<file path="src/sv/nrml_pkg.sv">
package nrml_pkg;

   // defaults for the top-level parameters
   localparam int TABLE_DEPTH_DEF = 64;
   localparam int FREQ_BITS_DEF   = 27;

   // fixed field widths of the channel words
   localparam int FIELD_BITS = 27;
   localparam int INDEX_BITS = 6;
   localparam int COUNT_BITS = 7;

   // configuration port
   localparam int CSR_INDEX_BITS = 1;
   localparam int CSR_DATA_BITS  = 27;
   localparam logic [CSR_INDEX_BITS-1:0] CSR_ENTRY_COUNT = 1'b0;
   localparam logic [CSR_INDEX_BITS-1:0] CSR_SPAN_LIMIT  = 1'b1;

   localparam logic [FIELD_BITS-1:0] SPAN_LIMIT_RESET = 27'd134000000;

   // item modes
   localparam logic MODE_WRITE  = 1'b0;
   localparam logic MODE_LOOKUP = 1'b1;

   typedef struct packed {
      logic                  mode;
      logic [INDEX_BITS-1:0] entry_index;
      logic [FIELD_BITS-1:0] range_low;
      logic [FIELD_BITS-1:0] range_high;
      logic [FIELD_BITS-1:0] frequency;
   } req_word_type;

   typedef struct packed {
      logic                  found;
      logic [INDEX_BITS-1:0] match_index;
   } rsp_word_type;

   // one table read travelling down the compare pipeline
   typedef struct packed {
      logic valid;
      logic first;
      logic last;
   } scan_beat_type;

   // state of the running best match
   typedef struct packed {
      logic done;
      logic found;
   } scan_status_type;

endpackage

</file>
<file path="src/sv/narrowest_range_match_lookup_unit.sv">
// Write word: taken while idle, gives no response; the next word may follow at once.
// Lookup word: one table entry read per cycle from the read port of the range memory;
//   the next word is taken once the response has been issued.
// Lookup with an empty table scan: no table read; the sequencer answers with a miss.
// Reset (synchronous): entry_count 0, span_limit 134000000, pipeline idle, no response
//   pending; the range memory is not cleared and must be loaded before it is scanned.
module narrowest_range_match_lookup_unit import nrml_pkg::*; #(
   parameter int TABLE_DEPTH = TABLE_DEPTH_DEF,
   parameter int FREQ_BITS   = FREQ_BITS_DEF
) (
   input  logic                      clock,
   input  logic                      reset,
   // request channel
   input  logic                      req_valid,
   output logic                      req_stall,
   input  req_word_type              req_word,
   // response channel
   output logic                      rsp_valid,
   input  logic                      rsp_stall,
   output rsp_word_type              rsp_word,
   // configuration writes
   input  logic                      csr_we,
   input  logic [CSR_INDEX_BITS-1:0] csr_index,
   input  logic [CSR_DATA_BITS-1:0]  csr_wdata
);

   localparam int ADDR_BITS = $clog2(TABLE_DEPTH);
   localparam int WIDE_BITS = 32;
   localparam logic [WIDE_BITS-1:0] LIMIT_WIDE = WIDE_BITS'(SPAN_LIMIT_RESET);
   localparam logic [FREQ_BITS-1:0] LIMIT_RST  = LIMIT_WIDE[FREQ_BITS-1:0];

   typedef enum logic [1:0] {
      ST_IDLE,   // waiting for a word
      ST_SCAN,   // issuing one table read per cycle
      ST_WAIT,   // compare pipeline draining
      ST_POST    // result ready, waiting for the response slot
   } state_type;

   // ---------------------------------------------------------------------------------------
   // Configuration registers
   // ---------------------------------------------------------------------------------------
   logic [COUNT_BITS-1:0] entry_count_ff, entry_count_in;
   logic [FREQ_BITS-1:0]  span_limit_ff, span_limit_in;
   logic [WIDE_BITS-1:0]  csr_wide;

   always_comb begin
      csr_wide       = WIDE_BITS'(csr_wdata);
      entry_count_in = entry_count_ff;
      span_limit_in  = span_limit_ff;
      if (csr_we) begin
         unique case (csr_index)
            CSR_ENTRY_COUNT: entry_count_in = csr_wdata[COUNT_BITS-1:0];
            CSR_SPAN_LIMIT:  span_limit_in  = csr_wide[FREQ_BITS-1:0];
            default:         ;
         endcase
      end
   end

   always_ff @(posedge clock) begin
      if (reset) begin
         entry_count_ff <= '0;
         span_limit_ff  <= LIMIT_RST;
      end else begin
         entry_count_ff <= entry_count_in;
         span_limit_ff  <= span_limit_in;
      end
   end

   // ---------------------------------------------------------------------------------------
   // Request decode; bounds are cut or zero-extended to the internal width
   // ---------------------------------------------------------------------------------------
   logic                 req_take;
   logic [WIDE_BITS-1:0] low_wide, high_wide, freq_wide;
   logic [FREQ_BITS-1:0] req_low, req_high, req_freq;
   logic                 wr_en;
   logic [ADDR_BITS-1:0] wr_addr;
   logic [8:0]           scan_count;   // entries to scan, clipped to the table depth

   always_comb begin
      req_take  = req_valid && !req_stall;
      low_wide  = WIDE_BITS'(req_word.range_low);
      high_wide = WIDE_BITS'(req_word.range_high);
      freq_wide = WIDE_BITS'(req_word.frequency);
      req_low   = low_wide[FREQ_BITS-1:0];
      req_high  = high_wide[FREQ_BITS-1:0];
      req_freq  = freq_wide[FREQ_BITS-1:0];
      // a slot beyond the depth is dropped
      wr_en     = req_take && (req_word.mode == MODE_WRITE) &&
                  (WIDE_BITS'(req_word.entry_index) < WIDE_BITS'(TABLE_DEPTH));
      wr_addr   = ADDR_BITS'(req_word.entry_index);
      if (WIDE_BITS'(entry_count_ff) > WIDE_BITS'(TABLE_DEPTH)) begin
         scan_count = 9'(TABLE_DEPTH);
      end else begin
         scan_count = 9'(entry_count_ff);
      end
   end

   // ---------------------------------------------------------------------------------------
   // Range memory: low and high bound side by side, one write and one registered read port.
   // Writes only land while idle, so a scan never overlaps a write to the same entry.
   // ---------------------------------------------------------------------------------------
   logic [2*FREQ_BITS-1:0] range_mem [TABLE_DEPTH];
   logic [2*FREQ_BITS-1:0] rd_data_ff;
   logic [ADDR_BITS-1:0]   scan_idx_ff, scan_idx_in;

   always_ff @(posedge clock) begin
      if (wr_en) begin
         range_mem[wr_addr] <= {req_low, req_high};
      end
      rd_data_ff <= range_mem[scan_idx_ff];
   end

   // ---------------------------------------------------------------------------------------
   // Sequencer
   // ---------------------------------------------------------------------------------------
   state_type            state_ff, state_in;
   logic [ADDR_BITS-1:0] last_idx_ff, last_idx_in;
   logic [FREQ_BITS-1:0] freq_ff, freq_in;
   logic                 empty_ff, empty_in;
   scan_beat_type        beat_ff, beat_in;
   logic [ADDR_BITS-1:0] beat_idx_ff;
   logic                 rsp_valid_ff, rsp_valid_in;
   rsp_word_type         rsp_word_ff, rsp_word_in;
   logic                 rsp_free;

   scan_status_type      status;
   logic [ADDR_BITS-1:0] best_idx;

   always_comb begin
      state_in     = state_ff;
      scan_idx_in  = scan_idx_ff;
      last_idx_in  = last_idx_ff;
      freq_in      = freq_ff;
      empty_in     = empty_ff;
      beat_in      = '0;
      rsp_word_in  = rsp_word_ff;
      rsp_free     = !rsp_valid_ff || !rsp_stall;
      rsp_valid_in = rsp_valid_ff && rsp_stall;

      unique case (state_ff)
         ST_IDLE: begin
            if (req_take && (req_word.mode == MODE_LOOKUP)) begin
               freq_in     = req_freq;
               scan_idx_in = '0;
               last_idx_in = ADDR_BITS'(scan_count - 9'd1);
               if (scan_count == 9'd0) begin
                  empty_in = 1'b1;
                  state_in = ST_POST;
               end else begin
                  empty_in = 1'b0;
                  state_in = ST_SCAN;
               end
            end
         end
         ST_SCAN: begin
            beat_in.valid = 1'b1;
            beat_in.first = (scan_idx_ff == '0);
            beat_in.last  = (scan_idx_ff == last_idx_ff);
            if (scan_idx_ff == last_idx_ff) begin
               state_in = ST_WAIT;
            end else begin
               scan_idx_in = scan_idx_ff + 1'b1;
            end
         end
         ST_WAIT: begin
            if (status.done) begin
               state_in = ST_POST;
            end
         end
         ST_POST: begin
            if (rsp_free) begin
               rsp_valid_in = 1'b1;
               if (!empty_ff && status.found) begin
                  rsp_word_in.found       = 1'b1;
                  rsp_word_in.match_index = INDEX_BITS'(best_idx);
               end else begin
                  rsp_word_in.found       = 1'b0;
                  rsp_word_in.match_index = '0;
               end
               state_in = ST_IDLE;
            end
         end
         default: state_in = ST_IDLE;
      endcase
   end

   always_ff @(posedge clock) begin
      if (reset) begin
         state_ff     <= ST_IDLE;
         scan_idx_ff  <= '0;
         beat_ff      <= '0;
         rsp_valid_ff <= 1'b0;
      end else begin
         state_ff     <= state_in;
         scan_idx_ff  <= scan_idx_in;
         beat_ff      <= beat_in;
         rsp_valid_ff <= rsp_valid_in;
      end
      last_idx_ff <= last_idx_in;
      freq_ff     <= freq_in;
      empty_ff    <= empty_in;
      beat_idx_ff <= scan_idx_ff;
      rsp_word_ff <= rsp_word_in;
   end

   assign req_stall = (state_ff != ST_IDLE);
   assign rsp_valid = rsp_valid_ff;
   assign rsp_word  = rsp_word_ff;

   // ---------------------------------------------------------------------------------------
   // Compare pipeline: containment and span, then the running narrowest match
   // ---------------------------------------------------------------------------------------
   nrml_best #(
      .TABLE_DEPTH (TABLE_DEPTH),
      .FREQ_BITS   (FREQ_BITS)
   ) u_best (
      .clock      (clock),
      .reset      (reset),
      .beat       (beat_ff),
      .beat_idx   (beat_idx_ff),
      .rd_low     (rd_data_ff[2*FREQ_BITS-1:FREQ_BITS]),
      .rd_high    (rd_data_ff[FREQ_BITS-1:0]),
      .freq       (freq_ff),
      .span_limit (span_limit_ff),
      .status     (status),
      .best_idx   (best_idx)
   );

   // ---------------------------------------------------------------------------------------
   // Checks
   // ---------------------------------------------------------------------------------------
   a_done_in_wait: assert property (@(posedge clock) disable iff (reset)
      status.done |-> (state_ff == ST_WAIT))
      else $error("scan finished outside the wait state");

   a_beat_from_scan: assert property (@(posedge clock) disable iff (reset)
      beat_ff.valid |-> $past(state_ff == ST_SCAN))
      else $error("table read beat without a scan");

   a_scan_in_range: assert property (@(posedge clock) disable iff (reset)
      (state_ff == ST_SCAN) |-> (scan_idx_ff <= last_idx_ff))
      else $error("scan address past the last entry");

   a_miss_index_zero: assert property (@(posedge clock) disable iff (reset)
      (rsp_valid && !rsp_word.found) |-> (rsp_word.match_index == '0))
      else $error("miss response carries a non-zero index");

endmodule

</file>
<file path="src/sv/nrml_best.sv">
module nrml_best import nrml_pkg::*; #(
   parameter int TABLE_DEPTH = TABLE_DEPTH_DEF,
   parameter int FREQ_BITS   = FREQ_BITS_DEF,
   localparam int ADDR_BITS  = $clog2(TABLE_DEPTH)
) (
   input  logic                 clock,
   input  logic                 reset,
   input  scan_beat_type        beat,
   input  logic [ADDR_BITS-1:0] beat_idx,
   input  logic [FREQ_BITS-1:0] rd_low,
   input  logic [FREQ_BITS-1:0] rd_high,
   input  logic [FREQ_BITS-1:0] freq,
   input  logic [FREQ_BITS-1:0] span_limit,
   output scan_status_type      status,
   output logic [ADDR_BITS-1:0] best_idx
);

   // stage A: containment and span
   scan_beat_type        a_beat_ff;
   logic [ADDR_BITS-1:0] a_idx_ff;
   logic                 a_hit_ff;
   logic [FREQ_BITS-1:0] a_span_ff;
   logic                 a_hit_in;
   logic [FREQ_BITS-1:0] a_span_in;

   // stage B: running best
   logic [FREQ_BITS-1:0] best_span_ff, best_span_in;
   logic [ADDR_BITS-1:0] best_idx_ff, best_idx_in;
   logic                 found_ff, found_in;
   logic                 done_ff, done_in;
   logic [FREQ_BITS-1:0] bound;
   logic                 take;

   always_comb begin
      a_hit_in  = (freq >= rd_low) && (freq <= rd_high);
      a_span_in = rd_high - rd_low;
   end

   always_comb begin
      bound = a_beat_ff.first ? span_limit : best_span_ff;
      // strict compare keeps the lowest index on a tie
      take  = a_beat_ff.valid && a_hit_ff && (a_span_ff < bound);

      best_span_in = best_span_ff;
      best_idx_in  = best_idx_ff;
      found_in     = found_ff;
      if (a_beat_ff.valid) begin
         best_span_in = take ? a_span_ff : bound;
         if (take) begin
            best_idx_in = a_idx_ff;
            found_in    = 1'b1;
         end else if (a_beat_ff.first) begin
            best_idx_in = '0;
            found_in    = 1'b0;
         end
      end
      done_in = a_beat_ff.valid && a_beat_ff.last;
   end

   always_ff @(posedge clock) begin
      if (reset) begin
         a_beat_ff <= '0;
         found_ff  <= 1'b0;
         done_ff   <= 1'b0;
      end else begin
         a_beat_ff <= beat;
         found_ff  <= found_in;
         done_ff   <= done_in;
      end
      a_idx_ff     <= beat_idx;
      a_hit_ff     <= a_hit_in;
      a_span_ff    <= a_span_in;
      best_span_ff <= best_span_in;
      best_idx_ff  <= best_idx_in;
   end

   assign status.done  = done_ff;
   assign status.found = found_ff;
   assign best_idx     = best_idx_ff;

endmodule

</file>
<file path="config.mk">
export PLATFORM = sky130hd
export DESIGN_NAME = narrowest_range_match_lookup_unit
export DESIGN_NICKNAME = d
export VERILOG_FILES = /design/src/sv/nrml_pkg.sv /design/src/sv/narrowest_range_match_lookup_unit.sv /design/src/sv/nrml_best.sv
export SDC_FILE = /design/constraint.sdc
export NUM_CORES = 2
export LEC_CHECK = 0
export ABC_AREA = 1
export BUFFER_PORTS_ARGS = -buffer_cell sky130_fd_sc_hd__buf_2
export CAP_MARGIN = 20
export CORE_AREA = 5 5 547 549
export CTS_BUF_LIST = sky130_fd_sc_hd__clkbuf_4 sky130_fd_sc_hd__clkbuf_8
export CTS_CLUSTER_DIAMETER = 80
export DETAILED_ROUTE_END_ITERATION = 7
export DIE_AREA = 0 0 552 554
export PLACE_DENSITY_LB_ADDON = 0.3
export SLEW_MARGIN = 10
export SYNTH_ARGS = -nofsm -noshare
export SYNTH_HDL_FRONTEND = slang
export SYNTH_SLANG_ARGS = --single-unit
</file>
<file path="constraint.sdc">
create_clock -name clock -period 6.3 [get_ports clock]
set_clock_uncertainty 0.05 [all_clocks]
set_input_delay 1.26 -clock clock [delete_from_list [all_inputs] [get_ports clock]]
set_output_delay 1.26 -clock clock [all_outputs]
set_load 0.01 [all_outputs]
</file>
## Yosys cells after proc, flatten, opt, wreduce, memory -nomap -nowiden

Memories as Yosys holds them, arrays and structs flattened. A register that Yosys moved wholly into a read port is not among the register bits.
Index checks and enable logic that the tools add are counted.

- Register bits after elaboration: 165
- Memory bits (writable): 3456
- Output and inout bits: 9
- Word-level logic and storage cells: 95
- Memories: 1

Memories:

| name | depth | width | read ports | clocked after memory_dff | wr ports | RTL line | source |
|---|---|---|---|---|---|---|---|
| range_mem | 64 | 54 | 1 | 1 | 1 | narrowest_range_match_lookup_unit.sv:102 | `logic [2*FREQ_BITS-1:0] range_mem [TABLE_DEPTH];` |

- Add/sub/neg operators: 3
- Magnitude comparators: 4
- Equality and inequality tests: 9
- Multiplexer cells: 23
- Bitwise gates (word level): 3
- Reduce and logical (&&, ||, !) cells: 28

Operator list:

| kind | count |
|---|---|
| $mux 27 | 2 |
| $ge 27x27->1 | 1 |
| $le 27x27->1 | 1 |
| $lt 27x27->1 | 1 |
| $sub 27x27->27 | 1 |
| $mux 6 | 4 |
| $mux 7 | 2 |
| $pmux 6 s2 | 1 |
| $mux 2 | 5 |
| $reduce_and 2->1 | 5 |
| $logic_and 1x1->1 | 9 |
| $logic_not 9->1 | 1 |
| $ne 2x2->1 const B | 4 |
| $pmux 2 s4 | 1 |
| $gt 7x7->1 const B | 1 |
| $mux 1 | 7 |
| $add 6x1->6 const B | 1 |
| $eq 6x6->1 | 1 |
| $logic_not 6->1 | 1 |
| $reduce_bool 2->1 | 3 |
| $sub 6x1->6 const B | 1 |
| $eq 2x2->1 const B | 2 |
| $logic_not 1->1 | 4 |
| $reduce_and 4->1 | 1 |
| other kinds (8) | 10 |

## Depth between registers and ports, before layout

- Depth after elaboration: 6
- Depth in mapped cells: 18

## Modules after synthesis

From an unflattened synthesis, not the netlist that was laid out.

- Cells, all modules: 13939
- Area total of the unflattened synthesis: 153509.7 µm²

By module, submodules not included:

| module | times used | cells each | area each (µm²) | seq. area each (µm²) |
|---|---|---|---|---|
| narrowest_range_match_lookup_unit | 1 | 13171 | 147501.5 | 107132.7 |
| nrml_best | 1 | 768 | 6008.3 | 1771.7 |

## Worst setup path after synthesis

Ideal clock, no wire load.

- Path type: in2reg
- From: input port req_word[87] in the netlist's numbering
- To: memory range_mem[0][0] in the netlist's numbering (enable)
- Setup time: 466 ps
- Arrival time: 4467 ps
- Setup slack: 1317 ps
- Stages: 3
- Buffers on the path: 0
- Path through: nor3_1 -> nand4_1 -> nor2_1

- Cells in the longest elaborated chain, start to end: 4

RTL lines:

| what | RTL line | source |
|---|---|---|
| from (decl) | narrowest_range_match_lookup_unit.sv:16 | `input req_word_type req_word,` |
| $not 1->1 | narrowest_range_match_lookup_unit.sv:88 | `wr_en = req_take && (req_word.mode == MODE_WRITE) &&` |
| $logic_and 1x1->1 | narrowest_range_match_lookup_unit.sv:88 |  |
| $mux 1 | narrowest_range_match_lookup_unit.sv:107 | `if (wr_en) begin` |
| $mux 1 (implied by the code) | narrowest_range_match_lookup_unit.sv:108 | `range_mem[wr_addr] <= {req_low, req_high};` |
| to (decl) | narrowest_range_match_lookup_unit.sv:102 |  |

No other way between the ends.

## Worst setup path in the final report

- From: register state_ff[0]
- To: memory range_mem[22][20] in the netlist's numbering (enable)

- Cells in the longest elaborated chain, start to end: 6

RTL lines:

| what | RTL line | source |
|---|---|---|
| from (decl) | narrowest_range_match_lookup_unit.sv:116 | `state_type state_ff, state_in;` |
| from (signal assigned) | narrowest_range_match_lookup_unit.sv:194 | `state_ff <= state_in;` |
| $reduce_bool 2->1 | narrowest_range_match_lookup_unit.sv:206 | `assign req_stall = (state_ff != ST_IDLE);` |
| $logic_not 1->1 | narrowest_range_match_lookup_unit.sv:80 | `req_take = req_valid && !req_stall;` |
| $logic_and 1x1->1 | narrowest_range_match_lookup_unit.sv:80 |  |
| $logic_and 1x1->1 | narrowest_range_match_lookup_unit.sv:88 |  |
| $mux 1 | narrowest_range_match_lookup_unit.sv:107 |  |
| $mux 1 (implied by the code) | narrowest_range_match_lookup_unit.sv:108 |  |

No other way between the ends.

==> summary.log <==
INFO  status         status=finished, final reports clean
INFO  timing         grt_setup_unrepaired=false
INFO  worst_setup_path cp_cell_sequence=inv_1, ha_1, inv_1, nor3_2, nand4_1, buf_4, nor2_4, buf_4
INFO  finish         finish.utilization=55.6%
INFO  worst_setup_path timing.critical_path.slowest_stage_cell=sky130_fd_sc_hd__nor3_2
INFO  hold_path      holdCritStartpoint=req_word[7]
INFO  routing        remaining_drc_errors=0
INFO  global_route   grt.overflow.total=0
INFO  synth          synth.yosys.seq_area_share=74.5%
INFO  routing        route.layer.met1.wl=170000um
INFO  worst_setup_path critical_path.max_stage_delay=1.01ns
INFO  finish         num-fill-cells=23700
INFO  global_route   number_of_global_route_vias_before_repair=93500
INFO  clocking       cts_buffers=586
INFO  worst_setup_path r2r_end=range_mem[22][20]
INFO  synth          synthDominantAreaCellType=sky130_fd_sc_hd__edfxtp_1
INFO  timing         number_of_setup_violations_in_the_final_report=0
INFO  global_route   grt_first_pass_wirelength=641000um
INFO  global_route   antenna_found_initial=29
INFO  worst_setup_path worst-endpoint-required=6.99ns
INFO  worst_setup_path reg2reg_slack=2.35ns
INFO  routing        drt-pass1-iter-count=6
INFO  timing         final-hold-violation-count=0
INFO  synth          nets_in_the_synthesized_netlist=11700
INFO  clocking       tritoncts_clock_tree=built
INFO  synth          synth_area=146000squm
INFO  die            io_pins=130
INFO  synth          synth.lib_cells_used.distinct=43
INFO  placed_design  routabilityCongestion=0.888
INFO  routing        antenna_left=0
INFO  clocking       clkSlewWorstSetupHoldPaths=0.07ns
INFO  synth          synth.avg_cell_area=12.8squm
INFO  power_and_ir_drop switching_share=28.6%
INFO  finish         areaGrowthSynthToFinish=11.5%
INFO  clocking       cts_hold_repair.buffers=0
INFO  die            design.die.area=306000squm
INFO  power_and_ir_drop power.leakage=0.0545uW
INFO  die            die_width=552um
INFO  global_route   grt_max_degree=185
INFO  worst_setup_path crit_type=flip-flop to flip-flop
INFO  finish         register_area=109000squm
INFO  finish         layout_common_cells=3530 x sky130_fd_sc_hd__edfxtp_1, 2270 x sky130_fd_sc_hd__nor2_1, 1769 x sky130_fd_sc_hd__o21ai_0
INFO  routing        route.final.wire_length=447000um
INFO  die            start_util=49.9%
INFO  hold_path      worst_hold_path.num_cells=1
INFO  routing        drt_iter0_markers=14800
INFO  synth          synthesis.instances=11500
INFO  synth          synth_enable_flop_cells=3530
INFO  worst_setup_path cp-start-kind=flip-flop
INFO  power_and_ir_drop combinationalPowerShare=14.3%
INFO  power_and_ir_drop internal-power=39900uW
INFO  clocking       clkSinkCount=3675
INFO  synth          synthArstFlopShare=0%
INFO  clocking       number_of_cells_upsized_or_downsized_after_cts=0
INFO  power_and_ir_drop switching_component_of_the_power=16000uW
INFO  hold_path      hold_path_class=input pin to flip-flop
INFO  synth          postSynth.topFlopCell=sky130_fd_sc_hd__edfxtp_1
INFO  timing         finalMaxSlewViolations=0
INFO  timing         tns_setup=0ns
INFO  hold_path      hold_path_end=freq_ff[7]
INFO  timing         timing.max_slew.rel_slack=15.0%
INFO  die            die_height=554um
INFO  worst_setup_path critical_path_cell_count=8
INFO  timing         achievable-frequency=0.253GHz
INFO  power_and_ir_drop cellPowerDensity=343nW/um^2
INFO  timing         max_slew.worst_pin.slew=1.27ns
INFO  clocking       cts_root_buffer=sky130_fd_sc_hd__clkbuf_8
INFO  power_and_ir_drop power_share_of_the_sequential_group=49.7%
INFO  timing         final_min_period_over_clock_period=62.7%
INFO  die            floorplan.rows=199
INFO  synth          synthDominantCellAreaShare=72.5%
INFO  placed_design  detailed_place_hpwl=257000um
INFO  die            design.core.area=293000squm
INFO  worst_setup_path critical-path-top-delay-family=simple AND/OR/NAND/NOR gates
INFO  routing        vias=98400
INFO  worst_setup_path critPathArrivalTime=4.64ns
INFO  worst_setup_path critPathCaptureType=flip-flop
INFO  synth          synth_seq_cells=3675
INFO  finish         finish.net_count=12000
INFO  synth          biggest_area_contributors_in_the_synthesized_netlist=sky130_fd_sc_hd__edfxtp_1 72%, sky130_fd_sc_hd__o21ai_0 6.1%, sky130_fd_sc_hd__nor2_1 6.0%
INFO  power_and_ir_drop share_clk_of_total_power=36.1%
INFO  clocking       clk_latency=1.15ns
INFO  routing        average_via_count_per_standard_cell=6.11
INFO  finish         fraction_of_final_layout_cells_sized_beyond_drive_strength_1=11.7%
INFO  synth          synth_warnings=0
INFO  run            max_cap_viol_count=0
INFO  finish         mostFrequentLayoutCell=sky130_fd_sc_hd__edfxtp_1
INFO  timing         layout_min_cycle_time=3.95ns
INFO  power_and_ir_drop vdd_ir_drop_max=237uV
INFO  routing        top_layer_used=met5
INFO  routing        met3WireLength=51400um
INFO  worst_setup_path path_buf_inv=4
INFO  clocking       clock_path_buffers=4
INFO  clocking       htree_num_levels=6
INFO  global_route   total_routing_resource_utilization_after_global_routing=28.2%
INFO  routing        wl_per_cell=27.8um
INFO  worst_setup_path worst_r2r_path_depth=8
INFO  clocking       post-cts-setup-buffer-count=0
INFO  routing        met2_wirelength=205000um
INFO  worst_setup_path r2r_start=state_ff[0]
INFO  finish         multi_input_comb_area=33400squm
INFO  placed_design  io_buffer_count=129
INFO  worst_setup_path crit_fanout=42
## final cells by class
cell class                 count  area share (%)
multi-input combinational   6804            20.5
timing repair buffer         416            2.04
tap                         3919            3.01
antenna                       12          0.0184
inverter                     237           0.574
clock inverter               232            1.03
clock buffer                 803            6.03
sequential                  3675            66.8
## worst reg2reg max path: stages, from the launching register on
cell and delay, ns:
sky130_fd_sc_hd__dfxtp_1 0.34, sky130_fd_sc_hd__inv_1 0.09, sky130_fd_sc_hd__ha_1 0.26, sky130_fd_sc_hd__inv_1 0.16, sky130_fd_sc_hd__nor3_2 1.01, sky130_fd_sc_hd__nand4_1 0.40, sky130_fd_sc_hd__buf_4 0.34, sky130_fd_sc_hd__nor2_4 0.11
sky130_fd_sc_hd__buf_4 0.70
## Yosys cell counts, types with 3 or more instances
master / number
sky130_fd_sc_hd__clkbuf_1: 398
sky130_fd_sc_hd__inv_1: 230
sky130_fd_sc_hd__nand4_1: 25
sky130_fd_sc_hd__or2_2: 12
sky130_fd_sc_hd__ha_1: 114
sky130_fd_sc_hd__buf_2: 221
sky130_fd_sc_hd__o22ai_1: 492
sky130_fd_sc_hd__buf_6: 28
sky130_fd_sc_hd__a211oi_1: 5
sky130_fd_sc_hd__o21ai_0: 1769
sky130_fd_sc_hd__nor3_1: 27
sky130_fd_sc_hd__nor4_1: 5
sky130_fd_sc_hd__buf_4: 52
sky130_fd_sc_hd__dfxtp_1: 145
sky130_fd_sc_hd__nand2_1: 825
sky130_fd_sc_hd__edfxtp_1: 3530
sky130_fd_sc_hd__clkinv_1: 3
sky130_fd_sc_hd__or2_0: 11
sky130_fd_sc_hd__nand3_1: 344
sky130_fd_sc_hd__or2_1: 8
sky130_fd_sc_hd__a21oi_1: 258
sky130_fd_sc_hd__o21ai_1: 136
sky130_fd_sc_hd__xor2_1: 25
sky130_fd_sc_hd__nor2_1: 2336
sky130_fd_sc_hd__buf_1: 44
sky130_fd_sc_hd__a21o_1: 3
sky130_fd_sc_hd__mux2i_1: 26
sky130_fd_sc_hd__xnor2_1: 11
sky130_fd_sc_hd__o221ai_1: 20
sky130_fd_sc_hd__o211ai_1: 340
sky130_fd_sc_hd__inv_2: 4
## stage by stage
stage / power, uW / area [sq um] / setup WS, ns / instances / hold WS, ns
6_report: 55900 / 163000 / 2.35 / 16100 / 0.220
5_1_grt: 58000 / 163000 / 2.36 / 16100 / 0.187
4_1_cts: 56000 / 163000 / 2.49 / 16100 / 0.122
3_5_place_dp: 36100 / 151000 / 2.01 / 15100 / 0.270
3_3_place_gp: 35900 / 151000 / 2.02 / 15100 / 0.261
2_1_floorplan: 33000 / 146000 / 1.32 / 11500 / 0.260
## kinds of logic (layout without fill, tap and decap cells)
logic type	count (synthesis)	count (layout)	share of synthesized area (%)
flip-flops	3675	3675	74.5
AND/OR/NAND/NOR	3596	3596	9.67
AO/OA/AOI/OAI	3031	3031	11.5
buffers and inverters	984	1688	3.01
adder cells (fa/ha/maj)	115	115	0.989
XOR/XNOR	36	36	0.216
multiplexers	26	26	0.178
other	0	12	0
## worst max path at each step
stage / from / end / slack [ns]
2_1_floorplan: req_word[87] / range_mem[0][0] / 1.32
3_3_place_gp: req_word[87] / range_mem[22][14] / 2.02
3_5_place_dp: req_word[87] / range_mem[22][14] / 2.01
4_1_cts: state_ff[0] / range_mem[22][20] / 2.49
5_1_grt: state_ff[1] / range_mem[22][20] / 2.36
6_report: state_ff[0] / range_mem[22][20] / 2.35
## power by group through the flow
stage / Sequential, uW / Combinational [uW] / Clock, uW
3_5_place_dp: 28200 / 7830 / 0
6_report: 27800 / 7970 / 20200
2_1_floorplan: 27800 / 5180 / 0
4_1_cts: 27700 / 7870 / 20400
5_1_grt: 27700 / 8700 / 21600
3_3_place_gp: 28200 / 7690 / 0
## layer usage
layer	up-vias	global-route usage (%)
li1	42600	-
met1	48700	38.6
met2	6176	44.0
met3	977	5.87
met4	16	12.6
met5	-	0
## flip-flops by register name (all words and copies together), names as in the netlist, 7 cells and up
signal               count
rsp_word                 7
rd_data_ff              54
u_best.a_span_ff        27
u_best.best_span_ff     27
entry_count_ff           7
range_mem             3456
span_limit_ff           27
freq_ff                 27
No activity file was read; power rests on OpenSTA's default activity.
